<file path="src/rtl/pidc_pkg.sv">
`timescale 1ns / 1ps
// ----------------------------------------------------------------------------
// pidc_pkg
// Shared types, register codes and constants of the clamped PID controller.
// ----------------------------------------------------------------------------
package pidc_pkg;

  // Default sizes of the sample and integral paths
  localparam int unsigned SAMPLE_WIDTH   = 16;
  localparam int unsigned INTEGRAL_WIDTH = 48;

  // Fixed field widths
  localparam int unsigned DATA_W    = 16;
  localparam int unsigned OUT_W     = 10;
  localparam int unsigned CFG_IDX_W = 3;

  // Reset values of the configuration registers
  localparam logic [DATA_W-1:0] TS_RESET      = 16'd1;
  localparam logic [OUT_W-1:0]  OUT_MAX_RESET = 10'd980;
  localparam logic [OUT_W-1:0]  OUT_MIN_RESET = 10'd20;

  // Sequencer step counts
  localparam int unsigned MUL_STEPS = 4;  // one 4-bit digit of the gain per step
  localparam int unsigned ADD_STEPS = 5;

  // Wide intermediates saturate at +/-2^62; sums are formed at 65 bits
  localparam int unsigned SUM_W = 65;
  localparam logic [63:0] WIDE_LIM = 64'h4000_0000_0000_0000;
  localparam logic signed [SUM_W-1:0] SUM_HI = 65'sh0_4000_0000_0000_0000;
  localparam logic signed [SUM_W-1:0] SUM_LO = 65'sh1_C000_0000_0000_0000;

  // Configuration register indexes
  typedef enum logic [CFG_IDX_W-1:0] {
    REG_KP      = 3'd0,
    REG_KI      = 3'd1,
    REG_KD      = 3'd2,
    REG_OFFSET  = 3'd3,
    REG_TS      = 3'd4,
    REG_OUT_MAX = 3'd5,
    REG_OUT_MIN = 3'd6
  } cfg_reg_e;

  typedef struct packed {
    logic [DATA_W-1:0]        kp;
    logic [DATA_W-1:0]        ki;
    logic [DATA_W-1:0]        kd;
    logic signed [DATA_W-1:0] offset;
    logic [DATA_W-1:0]        ts;
    logic [OUT_W-1:0]         out_max;
    logic [OUT_W-1:0]         out_min;
  } cfg_t;

  // Multiplier operand pairs
  typedef enum logic [1:0] {
    MUL_P = 2'd0,  // |err| * kp
    MUL_I = 2'd1,  // |err| * ki
    MUL_T = 2'd2,  // (|err| * ki) * time_step
    MUL_D = 2'd3   // |prev - meas| * kd
  } mul_sel_e;

  // Terms of the output sum, in order
  typedef enum logic [2:0] {
    ADD_P   = 3'd0,
    ADD_INT = 3'd1,
    ADD_DI  = 3'd2,
    ADD_D   = 3'd3,
    ADD_OFF = 3'd4
  } add_sel_e;

  typedef struct packed {
    logic     load;
    logic     mul_en;
    logic     mul_first;
    logic     mul_last;
    mul_sel_e mul_sel;
    logic [1:0] nib_idx;
    logic     div_en;
    logic     div_first;
    logic     add_en;
    add_sel_e add_sel;
    logic     finish;
  } ctrl_cmd_t;

  typedef struct packed {
    logic out_full;  // result register holds an item the receiver stalls on
  } ctrl_sts_t;

endpackage

</file>
<file path="src/rtl/pid_controller_clamped.sv">
`timescale 1ns / 1ps
// ----------------------------------------------------------------------------
// pid_controller_clamped
// Integer PID step with output limits and conditional-integration anti-windup.
// ----------------------------------------------------------------------------
// Usage:
//   Input channel (in_valid_i / in_stall_o) takes one item per control tick:
//   setpoint and sensor reading. Output channel (out_valid_o / out_stall_i)
//   returns the limited drive value and a flag that the limit was hit.
//   Config port (cfg_valid_i / cfg_ready_o) writes gains, offset, time step
//   and limits; always ready. Write only while idle; the block does not check.
//   Each item runs through a shared 4-bit-digit multiplier (4 products),
//   a divider retiring 2 quotient bits per cycle over DIV_STEPS =
//   (SAMPLE_WIDTH + 18) / 2 steps, 5 summing steps and one limit step.
//   A new item is taken only once the previous one has left its limit step.
//   A result register separates the output: while the receiver stalls, the
//   next item is accepted and computed, and waits only at its limit step.
//   Reset clears integral, previous reading and all control state, and
//   loads time step 1 and limits 20 / 980.
// ----------------------------------------------------------------------------
module pid_controller_clamped #(
  parameter int unsigned SAMPLE_WIDTH   = pidc_pkg::SAMPLE_WIDTH,
  parameter int unsigned INTEGRAL_WIDTH = pidc_pkg::INTEGRAL_WIDTH
) (
  input  logic                              clk_i,
  input  logic                              rst_ni,
  input  logic                              in_valid_i,
  output logic                              in_stall_o,
  input  logic signed [SAMPLE_WIDTH-1:0]    target_value_i,
  input  logic signed [SAMPLE_WIDTH-1:0]    measured_value_i,
  output logic                              out_valid_o,
  input  logic                              out_stall_i,
  output logic [pidc_pkg::OUT_W-1:0]        drive_value_o,
  output logic                              was_clamped_o,
  input  logic                              cfg_valid_i,
  output logic                              cfg_ready_o,
  input  logic [pidc_pkg::CFG_IDX_W-1:0]    cfg_index_i,
  input  logic [pidc_pkg::DATA_W-1:0]       cfg_data_i
);

  localparam int unsigned DIV_STEPS = (SAMPLE_WIDTH + 18) / 2;

  pidc_pkg::cfg_t      cfg;
  pidc_pkg::ctrl_cmd_t cmd;
  pidc_pkg::ctrl_sts_t sts;

  pidc_cfg u_cfg (
    .clk_i       (clk_i),
    .rst_ni      (rst_ni),
    .cfg_valid_i (cfg_valid_i),
    .cfg_ready_o (cfg_ready_o),
    .cfg_index_i (cfg_index_i),
    .cfg_data_i  (cfg_data_i),
    .cfg_o       (cfg)
  );

  pidc_ctrl #(
    .DIV_STEPS (DIV_STEPS)
  ) u_ctrl (
    .clk_i      (clk_i),
    .rst_ni     (rst_ni),
    .in_valid_i (in_valid_i),
    .in_stall_o (in_stall_o),
    .sts_i      (sts),
    .cmd_o      (cmd)
  );

  pidc_datapath #(
    .SAMPLE_WIDTH   (SAMPLE_WIDTH),
    .INTEGRAL_WIDTH (INTEGRAL_WIDTH),
    .DIV_STEPS      (DIV_STEPS)
  ) u_datapath (
    .clk_i            (clk_i),
    .rst_ni           (rst_ni),
    .cmd_i            (cmd),
    .sts_o            (sts),
    .cfg_i            (cfg),
    .target_value_i   (target_value_i),
    .measured_value_i (measured_value_i),
    .out_valid_o      (out_valid_o),
    .out_stall_i      (out_stall_i),
    .drive_value_o    (drive_value_o),
    .was_clamped_o    (was_clamped_o)
  );

`ifndef SYNTHESIS
  // An accepted item keeps the input side busy on the next cycle
  a_busy_after_accept: assert property (@(posedge clk_i) disable iff (!rst_ni)
    (in_valid_i && !in_stall_o) |=> in_stall_o)
    else $error("input not held off after accepting an item");

  // A new result only comes out of an item in flight
  a_result_from_work: assert property (@(posedge clk_i) disable iff (!rst_ni)
    $rose(out_valid_o) |-> $past(in_stall_o))
    else $error("result appeared without an item in flight");

  // The sequencer drives one datapath operation at a time
  a_one_op: assert property (@(posedge clk_i) disable iff (!rst_ni)
    $onehot0({cmd.load, cmd.mul_en, cmd.div_en, cmd.add_en, cmd.finish}))
    else $error("more than one datapath operation commanded");
`endif

endmodule

</file>
<file path="src/rtl/pidc_cfg.sv">
`timescale 1ns / 1ps
// ----------------------------------------------------------------------------
// pidc_cfg
// Configuration register file: gains, offset, time step and output limits.
// ----------------------------------------------------------------------------
module pidc_cfg (
  input  logic                               clk_i,
  input  logic                               rst_ni,
  input  logic                               cfg_valid_i,
  output logic                               cfg_ready_o,
  input  logic [pidc_pkg::CFG_IDX_W-1:0]     cfg_index_i,
  input  logic [pidc_pkg::DATA_W-1:0]        cfg_data_i,
  output pidc_pkg::cfg_t                     cfg_o
);

  pidc_pkg::cfg_t cfg_q;

  // Writes must only arrive while idle (unchecked); the port never holds off
  assign cfg_ready_o = 1'b1;

  // Register write; unused indexes are dropped
  always_ff @(posedge clk_i or negedge rst_ni) begin
    if (!rst_ni) begin
      cfg_q.kp      <= '0;
      cfg_q.ki      <= '0;
      cfg_q.kd      <= '0;
      cfg_q.offset  <= '0;
      cfg_q.ts      <= pidc_pkg::TS_RESET;
      cfg_q.out_max <= pidc_pkg::OUT_MAX_RESET;
      cfg_q.out_min <= pidc_pkg::OUT_MIN_RESET;
    end else if (cfg_valid_i && cfg_ready_o) begin
      case (pidc_pkg::cfg_reg_e'(cfg_index_i))
        pidc_pkg::REG_KP:      cfg_q.kp      <= cfg_data_i;
        pidc_pkg::REG_KI:      cfg_q.ki      <= cfg_data_i;
        pidc_pkg::REG_KD:      cfg_q.kd      <= cfg_data_i;
        pidc_pkg::REG_OFFSET:  cfg_q.offset  <= cfg_data_i;
        pidc_pkg::REG_TS:      cfg_q.ts      <= cfg_data_i;
        pidc_pkg::REG_OUT_MAX: cfg_q.out_max <= cfg_data_i[pidc_pkg::OUT_W-1:0];
        pidc_pkg::REG_OUT_MIN: cfg_q.out_min <= cfg_data_i[pidc_pkg::OUT_W-1:0];
        default: ;
      endcase
    end
  end

  assign cfg_o = cfg_q;

endmodule

</file>
<file path="src/rtl/pidc_ctrl.sv">
`timescale 1ns / 1ps
// ----------------------------------------------------------------------------
// pidc_ctrl
// Sequencer: steps the datapath through multiply, divide, sum and limit.
// ----------------------------------------------------------------------------
module pidc_ctrl #(
  parameter int unsigned DIV_STEPS = 17
) (
  input  logic                  clk_i,
  input  logic                  rst_ni,
  input  logic                  in_valid_i,
  output logic                  in_stall_o,
  input  pidc_pkg::ctrl_sts_t   sts_i,
  output pidc_pkg::ctrl_cmd_t   cmd_o
);

  localparam int unsigned CNTW = $clog2(DIV_STEPS);

  typedef enum logic [7:0] {
    S_IDLE  = 8'b0000_0001,
    S_MUL_P = 8'b0000_0010,
    S_MUL_I = 8'b0000_0100,
    S_MUL_T = 8'b0000_1000,
    S_MUL_D = 8'b0001_0000,
    S_DIV   = 8'b0010_0000,
    S_ADD   = 8'b0100_0000,
    S_FIN   = 8'b1000_0000
  } state_e;

  state_e            state_q, state_d;
  logic [CNTW-1:0]   cnt_q, cnt_d;
  logic              mul_last;
  logic              cnt_zero;

  assign cnt_zero = (cnt_q == '0);
  assign mul_last = (cnt_q == CNTW'(pidc_pkg::MUL_STEPS - 1));

  // Next state and datapath commands
  always_comb begin
    state_d = state_q;
    cnt_d   = cnt_q;
    cmd_o   = '0;
    cmd_o.mul_first = cnt_zero;
    cmd_o.mul_last  = mul_last;
    cmd_o.nib_idx   = cnt_q[1:0];
    cmd_o.div_first = cnt_zero;
    cmd_o.add_sel   = pidc_pkg::add_sel_e'(cnt_q[2:0]);
    case (state_q)
      S_IDLE: begin
        if (in_valid_i) begin
          cmd_o.load = 1'b1;
          cnt_d      = '0;
          state_d    = S_MUL_P;
        end
      end
      S_MUL_P: begin
        cmd_o.mul_en  = 1'b1;
        cmd_o.mul_sel = pidc_pkg::MUL_P;
        cnt_d = mul_last ? '0 : cnt_q + 1'b1;
        if (mul_last) state_d = S_MUL_I;
      end
      S_MUL_I: begin
        cmd_o.mul_en  = 1'b1;
        cmd_o.mul_sel = pidc_pkg::MUL_I;
        cnt_d = mul_last ? '0 : cnt_q + 1'b1;
        if (mul_last) state_d = S_MUL_T;
      end
      S_MUL_T: begin
        cmd_o.mul_en  = 1'b1;
        cmd_o.mul_sel = pidc_pkg::MUL_T;
        cnt_d = mul_last ? '0 : cnt_q + 1'b1;
        if (mul_last) state_d = S_MUL_D;
      end
      S_MUL_D: begin
        cmd_o.mul_en  = 1'b1;
        cmd_o.mul_sel = pidc_pkg::MUL_D;
        cnt_d = mul_last ? '0 : cnt_q + 1'b1;
        if (mul_last) state_d = S_DIV;
      end
      S_DIV: begin
        cmd_o.div_en = 1'b1;
        if (cnt_q == CNTW'(DIV_STEPS - 1)) begin
          cnt_d   = '0;
          state_d = S_ADD;
        end else begin
          cnt_d = cnt_q + 1'b1;
        end
      end
      S_ADD: begin
        cmd_o.add_en = 1'b1;
        if (cnt_q == CNTW'(pidc_pkg::ADD_STEPS - 1)) begin
          cnt_d   = '0;
          state_d = S_FIN;
        end else begin
          cnt_d = cnt_q + 1'b1;
        end
      end
      S_FIN: begin
        // wait for room in the result register
        if (!sts_i.out_full) begin
          cmd_o.finish = 1'b1;
          state_d      = S_IDLE;
        end
      end
      default: begin
        state_d = S_IDLE;
      end
    endcase
  end

  always_ff @(posedge clk_i or negedge rst_ni) begin
    if (!rst_ni) begin
      state_q <= S_IDLE;
      cnt_q   <= '0;
    end else begin
      state_q <= state_d;
      cnt_q   <= cnt_d;
    end
  end

  assign in_stall_o = (state_q != S_IDLE);

endmodule

</file>
<file path="src/rtl/pidc_datapath.sv">
`timescale 1ns / 1ps
// ----------------------------------------------------------------------------
// pidc_datapath
// Error terms, digit-serial multiplier, radix-4 divider, saturating summer,
// output limit, integral and previous-reading state, result register.
// ----------------------------------------------------------------------------
module pidc_datapath #(
  parameter int unsigned SAMPLE_WIDTH   = pidc_pkg::SAMPLE_WIDTH,
  parameter int unsigned INTEGRAL_WIDTH = pidc_pkg::INTEGRAL_WIDTH,
  parameter int unsigned DIV_STEPS      = 17
) (
  input  logic                              clk_i,
  input  logic                              rst_ni,
  input  pidc_pkg::ctrl_cmd_t               cmd_i,
  output pidc_pkg::ctrl_sts_t               sts_o,
  input  pidc_pkg::cfg_t                    cfg_i,
  input  logic signed [SAMPLE_WIDTH-1:0]    target_value_i,
  input  logic signed [SAMPLE_WIDTH-1:0]    measured_value_i,
  output logic                              out_valid_o,
  input  logic                              out_stall_i,
  output logic [pidc_pkg::OUT_W-1:0]        drive_value_o,
  output logic                              was_clamped_o
);

  localparam int unsigned SW   = SAMPLE_WIDTH;
  localparam int unsigned IW   = INTEGRAL_WIDTH;
  localparam int unsigned DTW  = pidc_pkg::DATA_W;
  localparam int unsigned EW   = SW + 1;            // error and reading difference
  localparam int unsigned AW   = SW + 17;           // multiplier operand magnitude
  localparam int unsigned PRW  = AW + 16;           // product magnitude
  localparam int unsigned XW   = (PRW > 63) ? PRW : 63;
  localparam int unsigned DIW  = (PRW < 63) ? PRW : 63;
  localparam int unsigned DW   = 2 * DIV_STEPS;     // padded dividend
  localparam int unsigned SUMW = pidc_pkg::SUM_W;
  localparam int unsigned OW   = pidc_pkg::OUT_W;

  localparam logic signed [IW-1:0] IMAX = {1'b0, {(IW-1){1'b1}}};
  localparam logic signed [IW-1:0] IMIN = {1'b1, {(IW-1){1'b0}}};

  // State and working registers
  logic signed [SW-1:0]     prev_q;
  logic signed [IW-1:0]     integral_q;
  logic                     err_neg_q, dm_neg_q;
  logic [EW-1:0]            err_mag_q, dm_mag_q;
  logic [PRW-1:0]           acc_q;
  logic [AW-1:0]            p_mag_q, t_mag_q, dp_mag_q;
  logic [DIW-1:0]           di_mag_q;
  logic [DW-1:0]            quo_q;
  logic [DTW-1:0]           rem_q;
  logic signed [SUMW-2:0]   sum_q;
  logic                     out_valid_q;
  logic [OW-1:0]            drive_q;
  logic                     clamped_q;

  // ---- item load: error and reading difference as sign and magnitude ----
  logic signed [EW-1:0] err, dm;
  logic [EW-1:0]        err_mag, dm_mag;

  always_comb begin
    err     = EW'(target_value_i) - EW'(measured_value_i);
    dm      = EW'(prev_q) - EW'(measured_value_i);
    err_mag = err[EW-1] ? EW'(-err) : EW'(err);
    dm_mag  = dm[EW-1] ? EW'(-dm) : EW'(dm);
  end

  // ---- multiplier: one 4-bit digit of the gain per cycle, MSB first ----
  logic [AW-1:0]  mul_a;
  logic [DTW-1:0] mul_b;
  logic [3:0]     nib;
  logic [AW+3:0]  pn;
  logic [PRW-1:0] acc_base, acc_d;
  logic [XW-1:0]  prod_x, sat_x;
  logic [DIW-1:0] di_mag_d;

  always_comb begin
    case (cmd_i.mul_sel)
      pidc_pkg::MUL_P: begin mul_a = AW'(err_mag_q); mul_b = cfg_i.kp; end
      pidc_pkg::MUL_I: begin mul_a = AW'(err_mag_q); mul_b = cfg_i.ki; end
      pidc_pkg::MUL_T: begin mul_a = t_mag_q;        mul_b = cfg_i.ts; end
      pidc_pkg::MUL_D: begin mul_a = AW'(dm_mag_q);  mul_b = cfg_i.kd; end
      default:         begin mul_a = '0;             mul_b = '0;       end
    endcase
    case (cmd_i.nib_idx)
      2'd0:    nib = mul_b[15:12];
      2'd1:    nib = mul_b[11:8];
      2'd2:    nib = mul_b[7:4];
      default: nib = mul_b[3:0];
    endcase
    pn       = (AW+4)'(mul_a) * (AW+4)'(nib);
    acc_base = cmd_i.mul_first ? '0 : acc_q;
    acc_d    = {acc_base[PRW-5:0], 4'b0000} + PRW'(pn);
    // saturate the integral step at 2^62
    prod_x   = XW'(acc_d);
    sat_x    = (prod_x > XW'(pidc_pkg::WIDE_LIM)) ? XW'(pidc_pkg::WIDE_LIM) : prod_x;
    di_mag_d = DIW'(sat_x);
  end

  // ---- divider: two restoring steps per cycle ----
  logic [DTW-1:0] divisor;
  logic [DW-1:0]  q_src, q_mid, q_nxt;
  logic [DTW-1:0] r_src, r_mid, r_nxt;
  logic [DTW:0]   r1, r2;

  always_comb begin
    divisor = (cfg_i.ts == '0) ? DTW'(1) : cfg_i.ts;
    q_src   = cmd_i.div_first ? DW'(dp_mag_q) : quo_q;
    r_src   = cmd_i.div_first ? '0 : rem_q;
    // first bit
    r1    = {r_src, q_src[DW-1]};
    q_mid = {q_src[DW-2:0], 1'b0};
    if (r1 >= {1'b0, divisor}) begin
      r1       = r1 - {1'b0, divisor};
      q_mid[0] = 1'b1;
    end
    r_mid = r1[DTW-1:0];
    // second bit
    r2    = {r_mid, q_mid[DW-1]};
    q_nxt = {q_mid[DW-2:0], 1'b0};
    if (r2 >= {1'b0, divisor}) begin
      r2       = r2 - {1'b0, divisor};
      q_nxt[0] = 1'b1;
    end
    r_nxt = r2[DTW-1:0];
  end

  // ---- summer: one saturating add per cycle ----
  logic signed [SUMW-1:0] int_x, int_c;
  logic signed [SUMW-1:0] base, op, raw, raw_c;
  logic [SUMW-1:0]        mag;
  logic                   neg, is_mag;

  always_comb begin
    int_x = SUMW'(integral_q);
    if (int_x > pidc_pkg::SUM_HI) int_c = pidc_pkg::SUM_HI;
    else if (int_x < pidc_pkg::SUM_LO) int_c = pidc_pkg::SUM_LO;
    else int_c = int_x;

    base   = (cmd_i.add_sel == pidc_pkg::ADD_P) ? '0 : SUMW'(sum_q);
    mag    = '0;
    neg    = 1'b0;
    is_mag = 1'b1;
    op     = '0;
    case (cmd_i.add_sel)
      pidc_pkg::ADD_P:   begin mag = SUMW'(p_mag_q);        neg = err_neg_q; end
      pidc_pkg::ADD_INT: begin is_mag = 1'b0; op = int_c; end
      pidc_pkg::ADD_DI:  begin mag = SUMW'(di_mag_q);       neg = err_neg_q; end
      pidc_pkg::ADD_D:   begin mag = SUMW'(quo_q[AW-1:0]);  neg = dm_neg_q;  end
      pidc_pkg::ADD_OFF: begin
        is_mag = 1'b0;
        op     = {{(SUMW-DTW){cfg_i.offset[DTW-1]}}, cfg_i.offset};
      end
      default: ;
    endcase
    if (is_mag) begin
      op = neg ? ~mag : mag;
    end
    raw = base + op + SUMW'(is_mag & neg);
    if (raw > pidc_pkg::SUM_HI) raw_c = pidc_pkg::SUM_HI;
    else if (raw < pidc_pkg::SUM_LO) raw_c = pidc_pkg::SUM_LO;
    else raw_c = raw;
  end

  // ---- output limit and integral update ----
  logic signed [SUMW-2:0] max_x, min_x;
  logic                   over, under;
  logic signed [SUMW-1:0] di_op, int_new;
  logic [SUMW-1:0]        di_ext;
  logic [IW-1:0]          int_sat;
  logic [OW-1:0]          drive_d;

  always_comb begin
    max_x  = {{(SUMW-1-OW){1'b0}}, cfg_i.out_max};
    min_x  = {{(SUMW-1-OW){1'b0}}, cfg_i.out_min};
    over   = (sum_q > max_x);
    under  = !over && (sum_q < min_x);
    di_ext = SUMW'(di_mag_q);
    di_op  = err_neg_q ? ~di_ext : di_ext;
    int_new = SUMW'(integral_q) + di_op + SUMW'(err_neg_q);
    if (int_new > SUMW'(IMAX)) int_sat = IMAX;
    else if (int_new < SUMW'(IMIN)) int_sat = IMIN;
    else int_sat = int_new[IW-1:0];
    if (over) drive_d = cfg_i.out_max;
    else if (under) drive_d = cfg_i.out_min;
    else drive_d = sum_q[OW-1:0];
  end

  // Controller state: readings, integral, result valid
  always_ff @(posedge clk_i or negedge rst_ni) begin
    if (!rst_ni) begin
      prev_q      <= '0;
      integral_q  <= '0;
      out_valid_q <= 1'b0;
    end else begin
      if (cmd_i.load) begin
        prev_q <= measured_value_i;
      end
      if (cmd_i.finish && !over && !under) begin
        integral_q <= int_sat;
      end
      if (cmd_i.finish) begin
        out_valid_q <= 1'b1;
      end else if (out_valid_q && !out_stall_i) begin
        out_valid_q <= 1'b0;
      end
    end
  end

  // Payload registers
  always_ff @(posedge clk_i) begin
    if (cmd_i.load) begin
      err_neg_q <= err[EW-1];
      err_mag_q <= err_mag;
      dm_neg_q  <= dm[EW-1];
      dm_mag_q  <= dm_mag;
    end
    if (cmd_i.mul_en) begin
      acc_q <= acc_d;
    end
    if (cmd_i.mul_en && cmd_i.mul_last) begin
      case (cmd_i.mul_sel)
        pidc_pkg::MUL_P: p_mag_q  <= AW'(acc_d);
        pidc_pkg::MUL_I: t_mag_q  <= AW'(acc_d);
        pidc_pkg::MUL_T: di_mag_q <= di_mag_d;
        pidc_pkg::MUL_D: dp_mag_q <= AW'(acc_d);
        default: ;
      endcase
    end
    if (cmd_i.div_en) begin
      quo_q <= q_nxt;
      rem_q <= r_nxt;
    end
    if (cmd_i.add_en) begin
      sum_q <= raw_c[SUMW-2:0];
    end
    if (cmd_i.finish) begin
      drive_q   <= drive_d;
      clamped_q <= over || under;
    end
  end

  assign sts_o.out_full = out_valid_q && out_stall_i;
  assign out_valid_o    = out_valid_q;
  assign drive_value_o  = drive_q;
  assign was_clamped_o  = clamped_q;

endmodule
</file>
<file path="config.mk">
export PLATFORM = sky130hd
export DESIGN_NAME = pid_controller_clamped
export DESIGN_NICKNAME = d
export VERILOG_FILES = /design/src/rtl/pidc_pkg.sv /design/src/rtl/pid_controller_clamped.sv /design/src/rtl/pidc_cfg.sv /design/src/rtl/pidc_ctrl.sv /design/src/rtl/pidc_datapath.sv
export SDC_FILE = /design/constraint.sdc
export NUM_CORES = 2
export LEC_CHECK = 0
export BUFFER_PORTS_ARGS = -buffer_cell sky130_fd_sc_hd__buf_2
export CAP_MARGIN = 20
export CORE_UTILIZATION = 50
export CTS_BUF_LIST = sky130_fd_sc_hd__clkbuf_8 sky130_fd_sc_hd__clkbuf_16
export CTS_CLUSTER_DIAMETER = 40
export CTS_CLUSTER_SIZE = 40
export DETAILED_ROUTE_END_ITERATION = 16
export PLACE_DENSITY_LB_ADDON = 0.1
export SETUP_SLACK_MARGIN = 0.3
export SYNTH_ARGS = -nofsm -noshare
export SYNTH_HDL_FRONTEND = slang
export SYNTH_SLANG_ARGS = --single-unit
</file>
<file path="constraint.sdc">
create_clock -name clk_i -period 14.8 [get_ports clk_i]
set_input_delay 1.48 -clock clk_i [delete_from_list [all_inputs] [get_ports clk_i]]
set_output_delay 1.48 -clock clk_i [all_outputs]
set_load 0.05 [all_outputs]
</file>
==> out/results.txt <==
clk root buf - clkbuf_16
slowest CP cell - nand2_1
met3 GRT Util - 3.939%
CTS max path bufs - 3
Synth top area share - 26.82%
Vias - 32180
post-synthesis sequential area ratio - 38.09%
DP HPWL - 81.71 mm
cell area after layout - 44550 um^2
Finish-stage setup viols - 0
Hold Slack - 0.4827 ns
Post-Layout Cell Count - 5434
clk_lat worst skew - 0.67 ns
# H-tree levels - 3
cts hold-fix bufs - 0
CTS Sinks - 532
Clock transition at path regs - 0.05 ns
post-synthesis cell count - 4283
GPL Wtd Cong - 0.9484
worst r2r path cells - 27
critical path class - reg -> reg
Layout Nets - 4716
maxcap violations - 0
row count - 102
hold endpoint - u_datapath.prev_q[8]$_DFFE_PN0P_
post-cts sizing count - 0
Bufs and invs on worst path - 3
Via density - 5.923
Multi-input gate area - 23060 um^2
FF/Latch Area - 15100 um^2
CP top delay family - simple AND/OR/NAND/NOR gates
final hold vios - 0
run status - completed
Synth area leaders - edfxtp_1 (27%), dfrtp_1 (11%), ha_1 (7.8%)
vias in the first global route - 31060
RR Endpoint - u_datapath.di_mag_q[48]$_DFFE_PP_
hold path startpoint - u_datapath.prev_q[8]$_DFFE_PN0P_
Net Count, Synth - 4687
CP Launch Point - u_ctrl.state_q[1]$_DFFE_PN0P_
CP Launch Type - flop
most frequent cells after synthesis - nand2_1 (498), nor2_1 (397), edfxtp_1 (354), o21ai_0 (290), a21oi_1 (289)
Slew headroom - 27.11%
Die Y - 283.5 um
synthesized area - 39630 um^2
Avg Cell Area, Syn - 9.253 um^2
core box area - 77980 um^2
synth warn - 0
fillers - 6973
CTS Buf Count - 95
HP Class - reg -> reg
reg2reg start - u_ctrl.state_q[1]$_DFFE_PN0P_
Area Growth Syn to Fin - 12.42%
Ant. Diodes - 0
TritonCTS clock tree - done
R2R Setup Slk - 5.56 ns
first-pass iteration count of the detailed router - 8
first-pass GRT wire length - 176.6 mm
critical path arrival - 9.63 ns
Residual DRC - 0
Post-Place Cells - 5254
Worst EP required - 15.19 ns
Post-DRT Antenna Nets - 0
Yosys cell types - 96
CP Max Fanout - 33
Ports - 70
routed wire length - 111.0 mm
number of flops mapped to enable cells by yosys - 354
DR iter-0 viols - 3183
Die X-Extent - 283.5 um
minimum clock period - 9.240 ns
Cell Area, Placed - 41040 um^2
GRT Max-Usage Layer - met2
number of port buffers - 68
GRT Residual Overflow - 0
Setup TNS - 0 ns
Max Fclk - 0.1082 GHz
total track usage - 27.55%
largest net degree at the start of global routing - 69
Tcrit/Tclk final - 62.43%
total die area - 80390 um^2
Seq cells post-synth - 532
RSZ-0062 raised after global routing - no
Hold Crit Depth - 2
Max Slew Vio Count - 0
largest area contributor in the netlist - edfxtp_1
Post-CTS Setup Bufs - 0
routing usage on met2 - 42.61%
cell with the most instances after synthesis - nand2_1
slowest stage delay, CP - 0.79 ns
routed len/inst - 20.43 um
grt met1 use - 40.26%
main flop type after synthesis - edfxtp_1
initial core utilization - 50.82%
Async SR Flop Fraction - 33.46%
share of cells above drive strength 1 - 10.70%
initial antenna violation count - 0
Layout Skew - 0.03747 ns
slew at the pin closest to its max-slew limit - 1.089 ns
crit end category - flop
routing by layer:
metal	wire, um	up-vias	share of wire, %
li1	-	15480	-
met3	6711	174	6.0
met4	2797	0	2.5
met2	49040	976	44
met1	52450	15550	47
met5	0	-	0
area by class of cell:
cell class	instances	share of cell area, %
sequential	532	33.89
clock inverter	75	2.168
tap	1040	2.921
multi-input combinational	3322	51.76
timing repair buffer	106	1.452
inverter	255	2.148
clock buffer	104	5.665
registers in the layout, summed over array words and instances (netlist names), 10 cells and up:
signal and count:
u_cfg.cfg_o 100, u_datapath.sum_q 64, u_datapath.di_mag_q 49, u_datapath.integral_q 48, u_datapath.acc_q 45, u_datapath.quo_q 34
u_datapath.dp_mag_q 33, u_datapath.p_mag_q 33, u_datapath.t_mag_q 33, u_datapath.dm_mag_q 17, u_datapath.err_mag_q 17, u_datapath.prev_q 16
u_datapath.rem_q 16, u_datapath.drive_value_o 10
metrics by stage:
step,utilization (%),worst slack (ns)
2_1_floorplan,-,7.276
3_3_place_gp,52.62,5.776
3_5_place_dp,52.63,5.574
4_1_cts,57.11,5.575
5_1_grt,57.13,4.899
6_report,57.13,5.560
cell families after synthesis:
family / count (synthesis) / synth area share, %
AO/OA/AOI/OAI: 1108 / 18.03
XOR/XNOR: 256 / 5.658
adder cells (fa/ha/maj): 348 / 12.90
buffers and inverters: 429 / 4.161
flip-flops: 532 / 38.09
multiplexers: 133 / 3.694
other: 1 / 0.009462
AND/OR/NAND/NOR: 1476 / 17.45
worst max path at each step:
stage	end	slack [ns]	depth (start not counted)
2_1_floorplan	u_datapath.di_mag_q[48]$_DFFE_PP_	7.28	28
3_3_place_gp	u_datapath.di_mag_q[48]$_DFFE_PP_	5.78	27
3_5_place_dp	u_datapath.di_mag_q[48]$_DFFE_PP_	5.57	27
4_1_cts	u_datapath.di_mag_q[48]$_DFFE_PP_	5.57	27
5_1_grt	u_datapath.di_mag_q[42]$_DFFE_PP_	4.90	26
6_report	u_datapath.di_mag_q[48]$_DFFE_PP_	5.56	27
worst min-delay path, stage by stage (launching register included):
cell and delay [ns]:
dfrtp_1 0.34, nand2_1 0.05, o21ai_0 0.06
placed cells by master, fill, tap and decap left out, types with 25 or more instances in the layout:
master     instances
fa_1             101
buf_2             67
a21o_1           102
a31oi_1           37
inv_1            255
nand3_1           73
o211ai_1          25
nand2b_1          40
nand2_1          497
clkbuf_16         97
nor2b_1           96
nor4_1            26
nand4_1           41
o21ai_0          290
ha_1             246
nor3_1            77
a222oi_1          34
mux2i_1           27
and3_1            43
and2_1            49
o21bai_1          34
or3_1             41
mux2_2           106
dfrtp_1          168
a21oi_1          289
o21a_1            49
edfxtp_1         354
nor2_1           393
xor2_1           111
buf_4             37
xnor2_1          145
Power is not shown: default switching activity piles up to over one toggle a cycle in this logic, so the estimate is an artifact.
